$ cat config.mk
export PLATFORM = sky130hd
export DESIGN_NAME = multichannel_temp_alarm_hysteresis_top
export DESIGN_NICKNAME = d
export VERILOG_FILES = /design/src/design/mtah_pkg.sv /design/src/design/multichannel_temp_alarm_hysteresis_top.sv /design/src/design/mtah_cfg.sv
export SDC_FILE = /design/constraint.sdc
export NUM_CORES = 1
export LEC_CHECK = 0
export BUFFER_PORTS_ARGS = -buffer_cell sky130_fd_sc_hd__buf_2
export CAP_MARGIN = 20
export CORE_MARGIN = 2
export CORE_UTILIZATION = 50
export CTS_BUF_LIST = sky130_fd_sc_hd__clkbuf_8
export DETAILED_ROUTE_END_ITERATION = 16
export PLACE_DENSITY = 0.7
export SYNTH_ARGS = -nofsm -noshare
export SYNTH_HDL_FRONTEND = slang
export SYNTH_SLANG_ARGS = --single-unit
$ cat constraint.sdc
create_clock -name i_clk -period 7 [get_ports i_clk]
set_input_delay 0.7 -clock i_clk [delete_from_list [all_inputs] [get_ports i_clk]]
set_output_delay 0.7 -clock i_clk [all_outputs]
set_load 0.1 [all_outputs]
$ cat src/design/mtah_pkg.sv
// shared types, constants and codes of the temperature alarm monitor
`default_nettype none

package mtah_pkg;

    // number of monitored devices
    localparam int NUM_DEVICES = 16;

    // field widths
    localparam int DEV_W   = 4;
    localparam int TEMP_W  = 16;
    localparam int LVL_W   = 2;
    localparam int EV_W    = 3;
    localparam int NUM_W   = 32;
    localparam int CLR_W   = 5;
    localparam int CFG_W   = 16;
    localparam int CFG_IDX_W = 2;

    // devices reachable through the index field, and the table index width
    localparam int ENTRIES = (NUM_DEVICES < (1 << DEV_W)) ? NUM_DEVICES : (1 << DEV_W);
    localparam int IDX_W   = (ENTRIES > 1) ? $clog2(ENTRIES) : 1;

    // request codes
    localparam logic REQ_SAMPLE = 1'b0;
    localparam logic REQ_ACK    = 1'b1;

    // alarm levels
    localparam logic [LVL_W-1:0] LVL_NONE = 2'd0;
    localparam logic [LVL_W-1:0] LVL_WARN = 2'd1;
    localparam logic [LVL_W-1:0] LVL_CRIT = 2'd2;

    // event codes
    localparam logic [EV_W-1:0] EV_NONE      = 3'd0;
    localparam logic [EV_W-1:0] EV_RAISED    = 3'd1;
    localparam logic [EV_W-1:0] EV_ESCALATED = 3'd2;
    localparam logic [EV_W-1:0] EV_RESTORED  = 3'd3;
    localparam logic [EV_W-1:0] EV_IGNORED   = 3'd4;
    localparam logic [EV_W-1:0] EV_ACK       = 3'd5;

    // configuration register indexes
    localparam logic [CFG_IDX_W-1:0] REG_WARN    = 2'd0;
    localparam logic [CFG_IDX_W-1:0] REG_CRIT    = 2'd1;
    localparam logic [CFG_IDX_W-1:0] REG_RESTORE = 2'd2;
    localparam logic [CFG_IDX_W-1:0] REG_ENABLE  = 2'd3;

    // reset values of the configuration registers
    localparam logic [CFG_W-1:0] WARN_RST    = 16'd960;
    localparam logic [CFG_W-1:0] CRIT_RST    = 16'd1200;
    localparam logic [CFG_W-1:0] RESTORE_RST = 16'd928;
    localparam logic [CFG_W-1:0] ENABLE_RST  = 16'd0;

    // configuration as seen by the datapath
    typedef struct packed {
        logic signed [TEMP_W-1:0] warn;
        logic signed [TEMP_W-1:0] crit;
        logic signed [TEMP_W-1:0] restore;
        logic [CFG_W-1:0]         dev_enable;
    } t_cfg;

    // one entry of the per-device alarm table
    typedef struct packed {
        logic [LVL_W-1:0] level;
        logic [NUM_W-1:0] tag;
    } t_entry;

endpackage

`default_nettype wire

$ cat src/design/multichannel_temp_alarm_hysteresis_top.sv
// top level of the multichannel temperature alarm monitor with hysteresis
//
// usage
//   input channel: i_in_valid / o_in_stall carry one item (a device sample or
//   an acknowledge) per handshake; output channel: o_out_valid / i_out_stall
//   carry exactly one result item per input item, in order
//   each item is handled in turn: the accept cycle reads the per-device table
//   (level and alarm number) from a synchronous memory into a register; the
//   commit step then evaluates the thresholds, writes the table back and
//   loads the output register; a new item is taken only after that commit,
//   so only one item is in flight at a time
//   the output register decouples the sides: an item is still taken while a
//   finished result waits; while the receiver stalls with a result pending,
//   the next item's commit holds until the output register frees up
//   alarm-active flags live in flip-flops so acknowledge clears all at once
//   reset (synchronous, active low) clears the active flags, sets the alarm
//   counter to one and loads the default thresholds; the table needs no clear
//   configuration is written through i_cfg_we / i_cfg_index / i_cfg_data
`default_nettype none

module multichannel_temp_alarm_hysteresis_top (
    input  wire logic                                  i_clk,
    input  wire logic                                  i_rst_n,
    // configuration
    input  wire logic                                  i_cfg_we,
    input  wire logic [mtah_pkg::CFG_IDX_W-1:0]        i_cfg_index,
    input  wire logic [mtah_pkg::CFG_W-1:0]            i_cfg_data,
    // input channel
    input  wire logic                                  i_in_valid,
    output logic                                       o_in_stall,
    input  wire logic                                  i_req_type,
    input  wire logic [mtah_pkg::DEV_W-1:0]            i_device_index,
    input  wire logic                                  i_online,
    input  wire logic signed [mtah_pkg::TEMP_W-1:0]    i_temperature,
    // output channel
    output logic                                       o_out_valid,
    input  wire logic                                  i_out_stall,
    output logic [mtah_pkg::DEV_W-1:0]                 o_out_device,
    output logic [mtah_pkg::LVL_W-1:0]                 o_alarm_level,
    output logic [mtah_pkg::EV_W-1:0]                  o_event_res,
    output logic [mtah_pkg::NUM_W-1:0]                 o_alarm_number,
    output logic [mtah_pkg::CLR_W-1:0]                 o_cleared_count
);

    mtah_pkg::t_cfg w_cfg;

    mtah_cfg u_cfg (
        .i_clk       (i_clk),
        .i_rst_n     (i_rst_n),
        .i_cfg_we    (i_cfg_we),
        .i_cfg_index (i_cfg_index),
        .i_cfg_data  (i_cfg_data),
        .o_cfg       (w_cfg)
    );

    // control state
    logic                                r_busy;
    logic [mtah_pkg::ENTRIES-1:0]        r_active;
    logic [mtah_pkg::ENTRIES-1:0]        n_active;
    logic [mtah_pkg::NUM_W-1:0]          r_next_number;
    logic [mtah_pkg::NUM_W-1:0]          n_next_number;
    logic                                r_out_valid;

    // item held during evaluation
    logic                                r_req;
    logic [mtah_pkg::DEV_W-1:0]          r_dev;
    logic                                r_online;
    logic signed [mtah_pkg::TEMP_W-1:0]  r_temp;

    // per-device table, one read and at most one write-back per item
    mtah_pkg::t_entry                    r_mem [mtah_pkg::ENTRIES];
    mtah_pkg::t_entry                    r_rd_data;
    mtah_pkg::t_entry                    w_wr_data;
    logic                                w_mem_we;

    // result registers
    logic [mtah_pkg::DEV_W-1:0]          r_o_dev;
    logic [mtah_pkg::LVL_W-1:0]          r_o_lvl;
    logic [mtah_pkg::EV_W-1:0]           r_o_ev;
    logic [mtah_pkg::NUM_W-1:0]          r_o_num;
    logic [mtah_pkg::CLR_W-1:0]          r_o_clr;
    logic [mtah_pkg::DEV_W-1:0]          n_o_dev;
    logic [mtah_pkg::LVL_W-1:0]          n_o_lvl;
    logic [mtah_pkg::EV_W-1:0]           n_o_ev;
    logic [mtah_pkg::NUM_W-1:0]          n_o_num;
    logic [mtah_pkg::CLR_W-1:0]          n_o_clr;

    logic                                w_in_accept;
    logic                                w_commit;
    logic [mtah_pkg::IDX_W-1:0]          w_rd_idx;
    logic [mtah_pkg::IDX_W-1:0]          w_idx;
    logic                                w_valid_dev;
    logic                                w_cur_active;
    logic [mtah_pkg::LVL_W-1:0]          w_lvl;

    // one item in flight at a time
    assign o_in_stall  = r_busy;
    assign w_in_accept = i_in_valid && !r_busy;
    // evaluation finishes when the output register is free or being drained
    assign w_commit    = r_busy && (!r_out_valid || !i_out_stall);

    assign w_rd_idx = i_device_index[mtah_pkg::IDX_W-1:0];
    assign w_idx    = r_dev[mtah_pkg::IDX_W-1:0];

    // table memory: read on accept, written back on commit
    always_ff @(posedge i_clk) begin
        if (w_mem_we) begin
            r_mem[w_idx] <= w_wr_data;
        end
        if (w_in_accept) begin
            r_rd_data <= r_mem[w_rd_idx];
        end
    end

    // capture the item
    always_ff @(posedge i_clk) begin
        if (w_in_accept) begin
            r_req    <= i_req_type;
            r_dev    <= i_device_index;
            r_online <= i_online;
            r_temp   <= i_temperature;
        end
    end

    // evaluation of the held item
    always_comb begin
        w_valid_dev   = (32'(r_dev) < 32'(mtah_pkg::NUM_DEVICES))
                        && w_cfg.dev_enable[r_dev];
        w_cur_active  = r_active[w_idx];
        n_active      = r_active;
        n_next_number = r_next_number;
        w_mem_we      = 1'b0;
        w_wr_data     = r_rd_data;
        n_o_dev       = r_dev;
        n_o_lvl       = mtah_pkg::LVL_NONE;
        n_o_ev        = mtah_pkg::EV_NONE;
        n_o_num       = '0;
        n_o_clr       = '0;

        // critical test first, then warning
        if (r_online && (r_temp >= w_cfg.crit)) begin
            w_lvl = mtah_pkg::LVL_CRIT;
        end else if (r_online && (r_temp >= w_cfg.warn)) begin
            w_lvl = mtah_pkg::LVL_WARN;
        end else begin
            w_lvl = mtah_pkg::LVL_NONE;
        end

        if (r_req == mtah_pkg::REQ_ACK) begin
            n_o_clr  = mtah_pkg::CLR_W'($countones(r_active));
            n_active = '0;
            n_o_dev  = '0;
            n_o_ev   = mtah_pkg::EV_ACK;
        end else if (!w_valid_dev) begin
            n_o_ev = mtah_pkg::EV_IGNORED;
        end else if (w_lvl != mtah_pkg::LVL_NONE) begin
            if (!w_cur_active) begin
                // new alarm with a fresh number
                w_mem_we         = 1'b1;
                w_wr_data.level  = w_lvl;
                w_wr_data.tag    = r_next_number;
                n_next_number    = r_next_number + 1'b1;
                n_active[w_idx]  = 1'b1;
                n_o_ev           = mtah_pkg::EV_RAISED;
                n_o_num          = r_next_number;
                n_o_lvl          = w_lvl;
            end else if (w_lvl > r_rd_data.level) begin
                w_mem_we        = 1'b1;
                w_wr_data.level = w_lvl;
                n_o_ev          = mtah_pkg::EV_ESCALATED;
                n_o_num         = r_rd_data.tag;
                n_o_lvl         = w_lvl;
            end else begin
                // levels never drop
                n_o_lvl = r_rd_data.level;
            end
        end else if (w_cur_active && (!r_online || (r_temp <= w_cfg.restore))) begin
            n_active[w_idx] = 1'b0;
            n_o_ev          = mtah_pkg::EV_RESTORED;
            n_o_num         = r_rd_data.tag;
        end

        // nothing changes until the result can be stored
        if (!w_commit) begin
            w_mem_we      = 1'b0;
            n_active      = r_active;
            n_next_number = r_next_number;
        end
    end

    // control registers
    always_ff @(posedge i_clk) begin
        if (!i_rst_n) begin
            r_busy        <= 1'b0;
            r_active      <= '0;
            r_next_number <= mtah_pkg::NUM_W'(1);
            r_out_valid   <= 1'b0;
        end else begin
            r_active      <= n_active;
            r_next_number <= n_next_number;
            if (w_in_accept) begin
                r_busy <= 1'b1;
            end else if (w_commit) begin
                r_busy <= 1'b0;
            end
            if (w_commit) begin
                r_out_valid <= 1'b1;
            end else if (!i_out_stall) begin
                r_out_valid <= 1'b0;
            end
        end
    end

    // result register
    always_ff @(posedge i_clk) begin
        if (w_commit) begin
            r_o_dev <= n_o_dev;
            r_o_lvl <= n_o_lvl;
            r_o_ev  <= n_o_ev;
            r_o_num <= n_o_num;
            r_o_clr <= n_o_clr;
        end
    end

    assign o_out_valid     = r_out_valid;
    assign o_out_device    = r_o_dev;
    assign o_alarm_level   = r_o_lvl;
    assign o_event_res     = r_o_ev;
    assign o_alarm_number  = r_o_num;
    assign o_cleared_count = r_o_clr;

    // acknowledge leaves no alarm active
    a_ack_clears: assert property (@(posedge i_clk) disable iff (!i_rst_n)
        (w_commit && (r_req == mtah_pkg::REQ_ACK)) |=> (r_active == '0))
        else $error("active alarms remain after acknowledge");

    // a raised alarm carries the counter value and advances it by one
    a_raise_number: assert property (@(posedge i_clk) disable iff (!i_rst_n)
        (w_commit && (n_o_ev == mtah_pkg::EV_RAISED))
        |=> ((o_alarm_number == $past(r_next_number))
             && (r_next_number == $past(r_next_number) + 1'b1)))
        else $error("raised alarm number mismatch");

    // the counter only moves when an alarm is raised
    a_counter_hold: assert property (@(posedge i_clk) disable iff (!i_rst_n)
        !(w_commit && (n_o_ev == mtah_pkg::EV_RAISED)) |=> $stable(r_next_number))
        else $error("alarm counter moved without a raise");

    // every accepted item is finished before the next one is taken
    a_one_in_flight: assert property (@(posedge i_clk) disable iff (!i_rst_n)
        w_in_accept |=> (r_busy && o_in_stall))
        else $error("item accepted while another is in flight");

    // a commit always presents a result
    a_commit_result: assert property (@(posedge i_clk) disable iff (!i_rst_n)
        w_commit |=> (o_out_valid && !r_busy))
        else $error("commit without result");

endmodule

`default_nettype wire

$ cat src/design/mtah_cfg.sv
// configuration registers of the temperature alarm monitor
`default_nettype none

module mtah_cfg (
    input  wire logic                            i_clk,
    input  wire logic                            i_rst_n,
    input  wire logic                            i_cfg_we,
    input  wire logic [mtah_pkg::CFG_IDX_W-1:0]  i_cfg_index,
    input  wire logic [mtah_pkg::CFG_W-1:0]      i_cfg_data,
    output mtah_pkg::t_cfg                       o_cfg
);

    logic [mtah_pkg::CFG_W-1:0] r_warn;
    logic [mtah_pkg::CFG_W-1:0] r_crit;
    logic [mtah_pkg::CFG_W-1:0] r_restore;
    logic [mtah_pkg::CFG_W-1:0] r_enable;

    always_ff @(posedge i_clk) begin
        if (!i_rst_n) begin
            r_warn    <= mtah_pkg::WARN_RST;
            r_crit    <= mtah_pkg::CRIT_RST;
            r_restore <= mtah_pkg::RESTORE_RST;
            r_enable  <= mtah_pkg::ENABLE_RST;
        end else if (i_cfg_we) begin
            unique case (i_cfg_index)
                mtah_pkg::REG_WARN:    r_warn    <= i_cfg_data;
                mtah_pkg::REG_CRIT:    r_crit    <= i_cfg_data;
                mtah_pkg::REG_RESTORE: r_restore <= i_cfg_data;
                mtah_pkg::REG_ENABLE:  r_enable  <= i_cfg_data;
                default: ;
            endcase
        end
    end

    assign o_cfg.warn       = $signed(r_warn);
    assign o_cfg.crit       = $signed(r_crit);
    assign o_cfg.restore    = $signed(r_restore);
    assign o_cfg.dev_enable = r_enable;

endmodule

`default_nettype wire
Word level (Yosys, flattened, before mapping). Memory sizes are Yosys's and may differ from the RTL's. A register that Yosys moved wholly into a read port is not among the register bits. Cells that the tools add are included.

Add/subtract/negate cells: 16. Multiply operators: 0. Divide/modulo/power cells: 0. Magnitude comparators: 6. Equal/unequal tests: 5. Shift operators: 0. Mux-type cells: 40. Bitwise operators: 7. Reduce and logical (&&, ||, !) cells: 25.

Operators by type and width (number): 2-to-1 mux 32 bit (5); 2-to-1 mux 34 bit (3); 2-to-1 mux 16 bit (5); adder 32 x 1 -> 32 bit, second input constant (1); greater-or-equal comparator 16 bit (2); 2-to-1 mux 1 bit (17); adder 1 x 1 -> 2 bit (8); bitwise AND 16 bit (1); <= comparator 16 bit (1); NOT 16 bit (1); OR 16 bit (1); 2-to-1 mux 2 bit (7); adder 2 x 2 -> 3 bit (4); adder 3 x 3 -> 4 bit (2); binary-select mux 1 bit (select 4 bit) (2); AND reduction 2 bit (4); logical AND 1 bit (6); nonzero test 2 bit (3); adder 4 x 4 -> 5 bit (1); < comparator 4 x 5 -> 1 bit, second input constant (1); AND reduction 5 bit (1); demux 1 bit (select 4 bit) (1); equality test 2 bit, second input constant (2); greater-or-equal comparator 4 x 1 -> 1 bit, second input constant (1); other kinds (12) (19).

Register bits: 182. Latch bits: 0. RAM bits: 544. Bits in read-only memories: 0. Bits of input ports: 45. Output and inout port bits: 48. Logic and storage cells: 118. Memories kept: 1.

Memories: r_mem (depth 16, bits a word 34, rd ports 1, clocked after Yosys merged registers in 1, write ports 1, line multichannel_temp_alarm_hysteresis_top.sv:71) `mtah_pkg::t_entry r_mem [mtah_pkg::ENTRIES];`.

Longest topological paths before layout.
Word-level depth: 13. Gate-level depth with buffers: 15. Mapped depth without buffers: 15.

Cells and area by module. Synthesis repeated with hierarchy kept, for this count alone.

Cell total of the unflattened synthesis: 1777. Area total of the unflattened synthesis: 31366.3 um^2.

Modules (own cells, without submodules): multichannel_temp_alarm_hysteresis_top (times used 1, cells each 1537, area an instance 28915.2 um^2, sequential area each 20399.6 um^2); mtah_cfg (times used 1, cells each 240, area an instance 2451.1 um^2, sequential area each 1281.2 um^2).

Least setup slack after synthesis. OpenSTA, ideal clock, no wires.

Path type: register to register. Start: reg r_temp[15] (netlist bit). End: mem r_mem[9][0] (netlist bit) (enable). Library setup time: 0.468 ns. Data arrival time: 5.037 ns. Data required time: 6.532 ns. Slack: 1.495 ns. Stages on the path, launching flop included: 14. Buffers on the path: 0. Clock period less this slack: 5.505 ns. Cell sequence: edfxtp_1 ha_1 nand4_1 or4_1 nand3_1 nand4b_1 and2_1 nand2_1 ha_1 nor2_1 o22ai_1 nand2_1 nand4_1 nor3_1.

Longest elaborated chain between the ends: 13. Elaborated cells on any way between the ends: 16. Classes of those cells: order compare: 3; mux: 10; reduce/logical: 3.

RTL lines: start, declared (line multichannel_temp_alarm_hysteresis_top.sv:68) `logic signed [mtah_pkg::TEMP_W-1:0] r_temp;`; start signal, assigned (line multichannel_temp_alarm_hysteresis_top.sv:121) `r_temp <= i_temperature;`; greater-or-equal comparator 16 bit (line multichannel_temp_alarm_hysteresis_top.sv:143) `end else if (r_online && (r_temp >= w_cfg.warn)) begin`; logical AND 1 bit (line multichannel_temp_alarm_hysteresis_top.sv:143); 2-to-1 mux 1 bit (line multichannel_temp_alarm_hysteresis_top.sv:143); 2-to-1 mux 2 bit * (line multichannel_temp_alarm_hysteresis_top.sv:141) `if (r_online && (r_temp >= w_cfg.crit)) begin`; greater-than comparator 2 bit (line multichannel_temp_alarm_hysteresis_top.sv:167) `end else if (w_lvl > r_rd_data.level) begin`; 2-to-1 mux 1 bit (line multichannel_temp_alarm_hysteresis_top.sv:167); 2-to-1 mux 1 bit (line multichannel_temp_alarm_hysteresis_top.sv:157) `if (!w_cur_active) begin`; 2-to-1 mux 1 bit * (line multichannel_temp_alarm_hysteresis_top.sv:156) `end else if (w_lvl != mtah_pkg::LVL_NONE) begin`; 2-to-1 mux 1 bit * (line multichannel_temp_alarm_hysteresis_top.sv:154) `end else if (!w_valid_dev) begin`; 2-to-1 mux 1 bit * (line multichannel_temp_alarm_hysteresis_top.sv:149) `if (r_req == mtah_pkg::REQ_ACK) begin`; 2-to-1 mux 1 bit * (line multichannel_temp_alarm_hysteresis_top.sv:184) `if (!w_commit) begin`; 2-to-1 mux 1 bit * (line multichannel_temp_alarm_hysteresis_top.sv:107) `if (w_mem_we) begin`; 2-to-1 mux 1 bit (not written as such) * (line multichannel_temp_alarm_hysteresis_top.sv:108) `r_mem[w_idx] <= w_wr_data;`; end, declared (line multichannel_temp_alarm_hysteresis_top.sv:71).

Mark *: on every way between the ends. The rest lies on a longest branch, timed or not.

Worst setup path after layout.
Start: reg r_temp[15] (netlist bit). End: mem r_mem[4][7] (netlist bit) (enable).

The elaborated chain is that of the path after synthesis.

==> qor_table.md <==
| Stage | Metric | This run |
|:---|:---|:---|
| floorplanning | Die height | 253.0 µm |
| route | DRC violation count after routing | 0 |
| synthesis | Post-synthesis cell type with the largest combined area | edfxtp_1 |
| grt | Maximum number of pins on one net before global-route repair | 78 |
| synthesis | Post-Synthesis Cell Area | 30990 µm² |
| sta | Setup repair after global routing missed its margin | false |
| clock tree | CTS tree | yes |
| power and ir drop | Leak | 0.01159 µW |
| place | Port Buf Inserts | 92 |
| floorplanning | Total die area | 64000 µm² |
| layout | Area used by sequential logic in the layout | 21680 µm² |
| place | Total half-perimeter wirelength after legalization and detailed placement | 42.14 mm |
| layout | Fraction of layout instances using a drive strength above 1 | 25.96% |
| floorplanning | Num ports | 93 |
| synthesis | Number of flops mapped to enable cells by yosys | 646 |
| run status | Run status | completed |
| synthesis | Area contributors post-synth | edfxtp_1 63%, mux4_2 13%, dfxtp_1 7.4%, ha_1 2.3%, nand2_1 1.9% |
| worst setup path | Crit. End Element | register |
| sta | Final Max Tran Viols | 0 |
| route | Wirelength, routed | 71.51 mm |
| worst setup path | Startpoint kind of the worst setup timing path | register |
| sta | Crit share post-route | 67.10% |
| sta | Hold violation count in the final report | 0 |
| synthesis | Fraction of registers with async set or reset after synthesis | 0% |
| min path | Hold Path End | r_online |
| worst setup path | FF-to-FF End | r_mem[4][7] |
| route | Initial DRC Count | 1663 |
| synthesis | Yosys cell types | 60 |
| clock tree | Clock latency of the later-clocked register in the worst-skew pair | 0.74 ns |
| floorplanning | Site Rows | 91 |
| route | Via density per instance | 6.036 |
| worst setup path | Largest driver fanout on the critical path | 20 |
| sta | Worst-case headroom to the max-slew limit | 23.35% |
| synthesis | YS warnings | 0 |
| synthesis | Flip-flop and latch count after synthesis | 760 |
| clock tree | Clock-pin slew reported for the worst setup and hold paths after clock tree synthesis | 0.06 ns |
| worst setup path | Worst path required time | 7.39 ns |
| layout | Area growth from synthesis to layout | 12.02% |
| clock tree | Count of instances resized after the clock tree is built | 0 |
| clock tree | Number of CTS-inserted buffers | 121 |
| sta | Setup slack after layout | 2.303 ns |
| min path | Worst min-delay path category | input port to register |
| power and ir drop | Pwr per Cell Area | 261.2 nW/µm² |
| grt | Gr ovfl total | 0 |
| min path | Worst hold stages | 1 |
| clock tree | Level count of the clock H-tree | 3 |
| route | Final antenna-violating net count | 0 |
| power and ir drop | IR drop worst, VDD | 187.0 µV |
| worst setup path | Data arrival time at the worst-slack endpoint | 5.08 ns |
| worst setup path | Worst r2r src | r_temp[15] |
| sta | Period minus WS final | 4.697 ns |
| place | Final Wtd Congestion | 0.8986 |
| clock tree | # clock sinks | 760 |
| worst setup path | Launch point of the worst path | r_temp[15] |
| synthesis | Number of instances in the synthesized netlist | 1800 |
| route | Count of vias placed by the detailed router | 17140 |
| min path | Min-delay src | i_online |
| floorplanning | Area of the placeable core | 61480 µm² |
| layout | # nets final | 2066 |
| clock tree | Post-CTS Setup Bufs | 0 |
| sta | Slew @ Worst Pin | 1.146 ns |
| grt | Initial antenna violation count | 4 |
| grt | Vias in the first global route | 17400 |
| clock tree | Master cell of the clock root buffer | clkbuf_8 |
| sta | Final TNS setup | 0 ns |
| layout | Count of filler cells inserted in the layout | 4711 |
| synthesis | Share of the synthesized area in the top cell type | 62.59% |
| sta | Count of endpoints failing setup in the final report | 0 |
| synthesis | Portion of the post-synthesis area used by sequential elements | 69.95% |
| floorplanning | Starting density of the core | 50.41% |
| sta | Maximum clock skew at final layout | 0.03453 ns |
| synthesis | Net count of the mapped netlist | 1912 |
| synthesis | Main synth FF type | edfxtp_1 |
| worst setup path | Worst Path Class, Setup | register to register |
| synthesis | Most used standard cell by instance count after synthesis | edfxtp_1 |
| sta | Peak Freq | 212.9 MHz |
| route | Post-DR wirelength/cell | 25.18 µm |
| job | Count of max-cap constraint violations | 0 |
| grt | Global Route Usage Sum | 22.83% |
| floorplanning | Horizontal die dimension | 253.0 µm |
| synthesis | Per-instance average area after synthesis | 17.22 µm² |
| worst setup path | R2r setup slk | 2.30 ns |
| route | Drt first pass iters | 5 |
| clock tree | Clock buffer depth | 3 |
| synthesis | Top cells by count, synth | 646 x edfxtp_1, 180 x mux4_2, 158 x nand2_1 |
| worst setup path | R2R cell count | 15 |
| layout | Area taken by multi-input logic gates | 8796 µm² |
| grt | First-pass GRT wire length | 107.9 mm |
| place | Post-place setup slack | 2.029 ns |
| clock tree | Cts-stage hold buffer count | 0 |
## worst max-delay path by stage
stage / endpoint / slack (ns) / depth (start not counted)
floorplan: r_mem[9][0] / 1.50 / 13
global placement: r_mem[6][26] / 2.12 / 15
detailed placement: r_mem[6][26] / 2.03 / 15
CTS: r_mem[6][27] / 1.99 / 15
global route: r_mem[7][7] / 2.10 / 15
finish: r_mem[4][7] / 2.30 / 15
## registers in the layout, summed over array words and instances, names as in the netlist
register         count
r_dev                4
o_out_valid          1
o_in_stall           1
o_event_res          3
r_online             1
u_cfg.r_warn        16
u_cfg.r_crit        16
o_out_device         4
o_cleared_count      5
r_req                1
u_cfg.r_restore     16
r_next_number       32
o_alarm_number      32
o_alarm_level        2
r_temp              16
u_cfg.r_enable      16
r_rd_data           34
r_active            16
r_mem              544
## layout make-up
class	count	area share, %
multi-input cells	868	25.33
flip-flops and latches	760	62.44
diodes	1	0.007207
well taps	790	2.847
clock buffers	124	4.915
clock inverters	94	1.308
repair buffers	126	2.314
inverters	77	0.8324
## stage by stage
step                      util [%]  total power (µW)  hold slack, ns  cell area [µm²]  std cells
after floorplan                  -              5566          0.4331            30990       1800
after global placement       52.76              5734          0.4418            32440       2615
after detailed placement     52.92              5750          0.4452            32540       2619
after CTS                    56.43              9146          0.1048            34700       2837
after global routing         56.47              9374         0.09931            34720       2840
final                        56.47              9071          0.1436            34720       2840
## critical path, cell delays in order (launching register included)
cell      delay, ns
edfxtp_1       0.43
ha_1           0.37
nand4_1        0.18
or4_1          0.55
nand3_1        0.09
nand4b_1       0.15
and2_1         0.23
nand2_1        0.10
ha_1           0.33
nor2_1         0.12
o22ai_1        0.14
nand2_1        0.15
nand4_1        0.12
buf_4          0.32
nor2b_4        0.59
buf_4          0.46
## layer usage
layer  routed length [µm]  global-route usage, %  vias to the layer above
met4                 1937                  7.777                        0
met1                30200                  32.29                     8827
met3                 5672                  4.646                      135
met2                33700                  35.70                      735
li1                     -                      -                     7445
met5                    0                      0                        -
## kinds of logic after synthesis
family | Yosys count | synth area share [%]
DFF | 760 | 69.95
and+or+nand+nor | 352 | 5.490
AOI/OAI and AO/OA | 222 | 4.792
muxes | 216 | 14.37
buffers and inverters | 172 | 2.140
adders and majority gates | 67 | 2.947
xor gates and xnor gates | 11 | 0.3108
## where the power goes
group,switching [µW],total [µW],internal (µW)
registers,37.5,5040,5010
logic,417,610,193
clock network,1730,3420,1680
total,2190,9070,6880
## placed cells by master, fill, tap and decap left out, types with 11 or more instances in the layout
| cell | count |
|---|---|
| nand4_1 | 21 |
| a21oi_1 | 96 |
| mux4_2 | 180 |
| o221a_2 | 11 |
| edfxtp_1 | 646 |
| nor2_1 | 41 |
| a22o_1 | 32 |
| inv_1 | 111 |
| clkinv_1 | 31 |
| nand3_1 | 27 |
| nand2_1 | 158 |
| o211ai_1 | 18 |
| buf_4 | 28 |
| clkinv_2 | 18 |
| ha_1 | 57 |
| clkbuf_8 | 125 |
| buf_2 | 90 |
| xor2_1 | 11 |
| nor2_4 | 11 |
| nor2b_1 | 14 |
| nand2b_1 | 11 |
| dfxtp_1 | 114 |
| o21ai_0 | 22 |
| mux2_2 | 32 |
No activity file was read; power rests on OpenSTA's default activity.
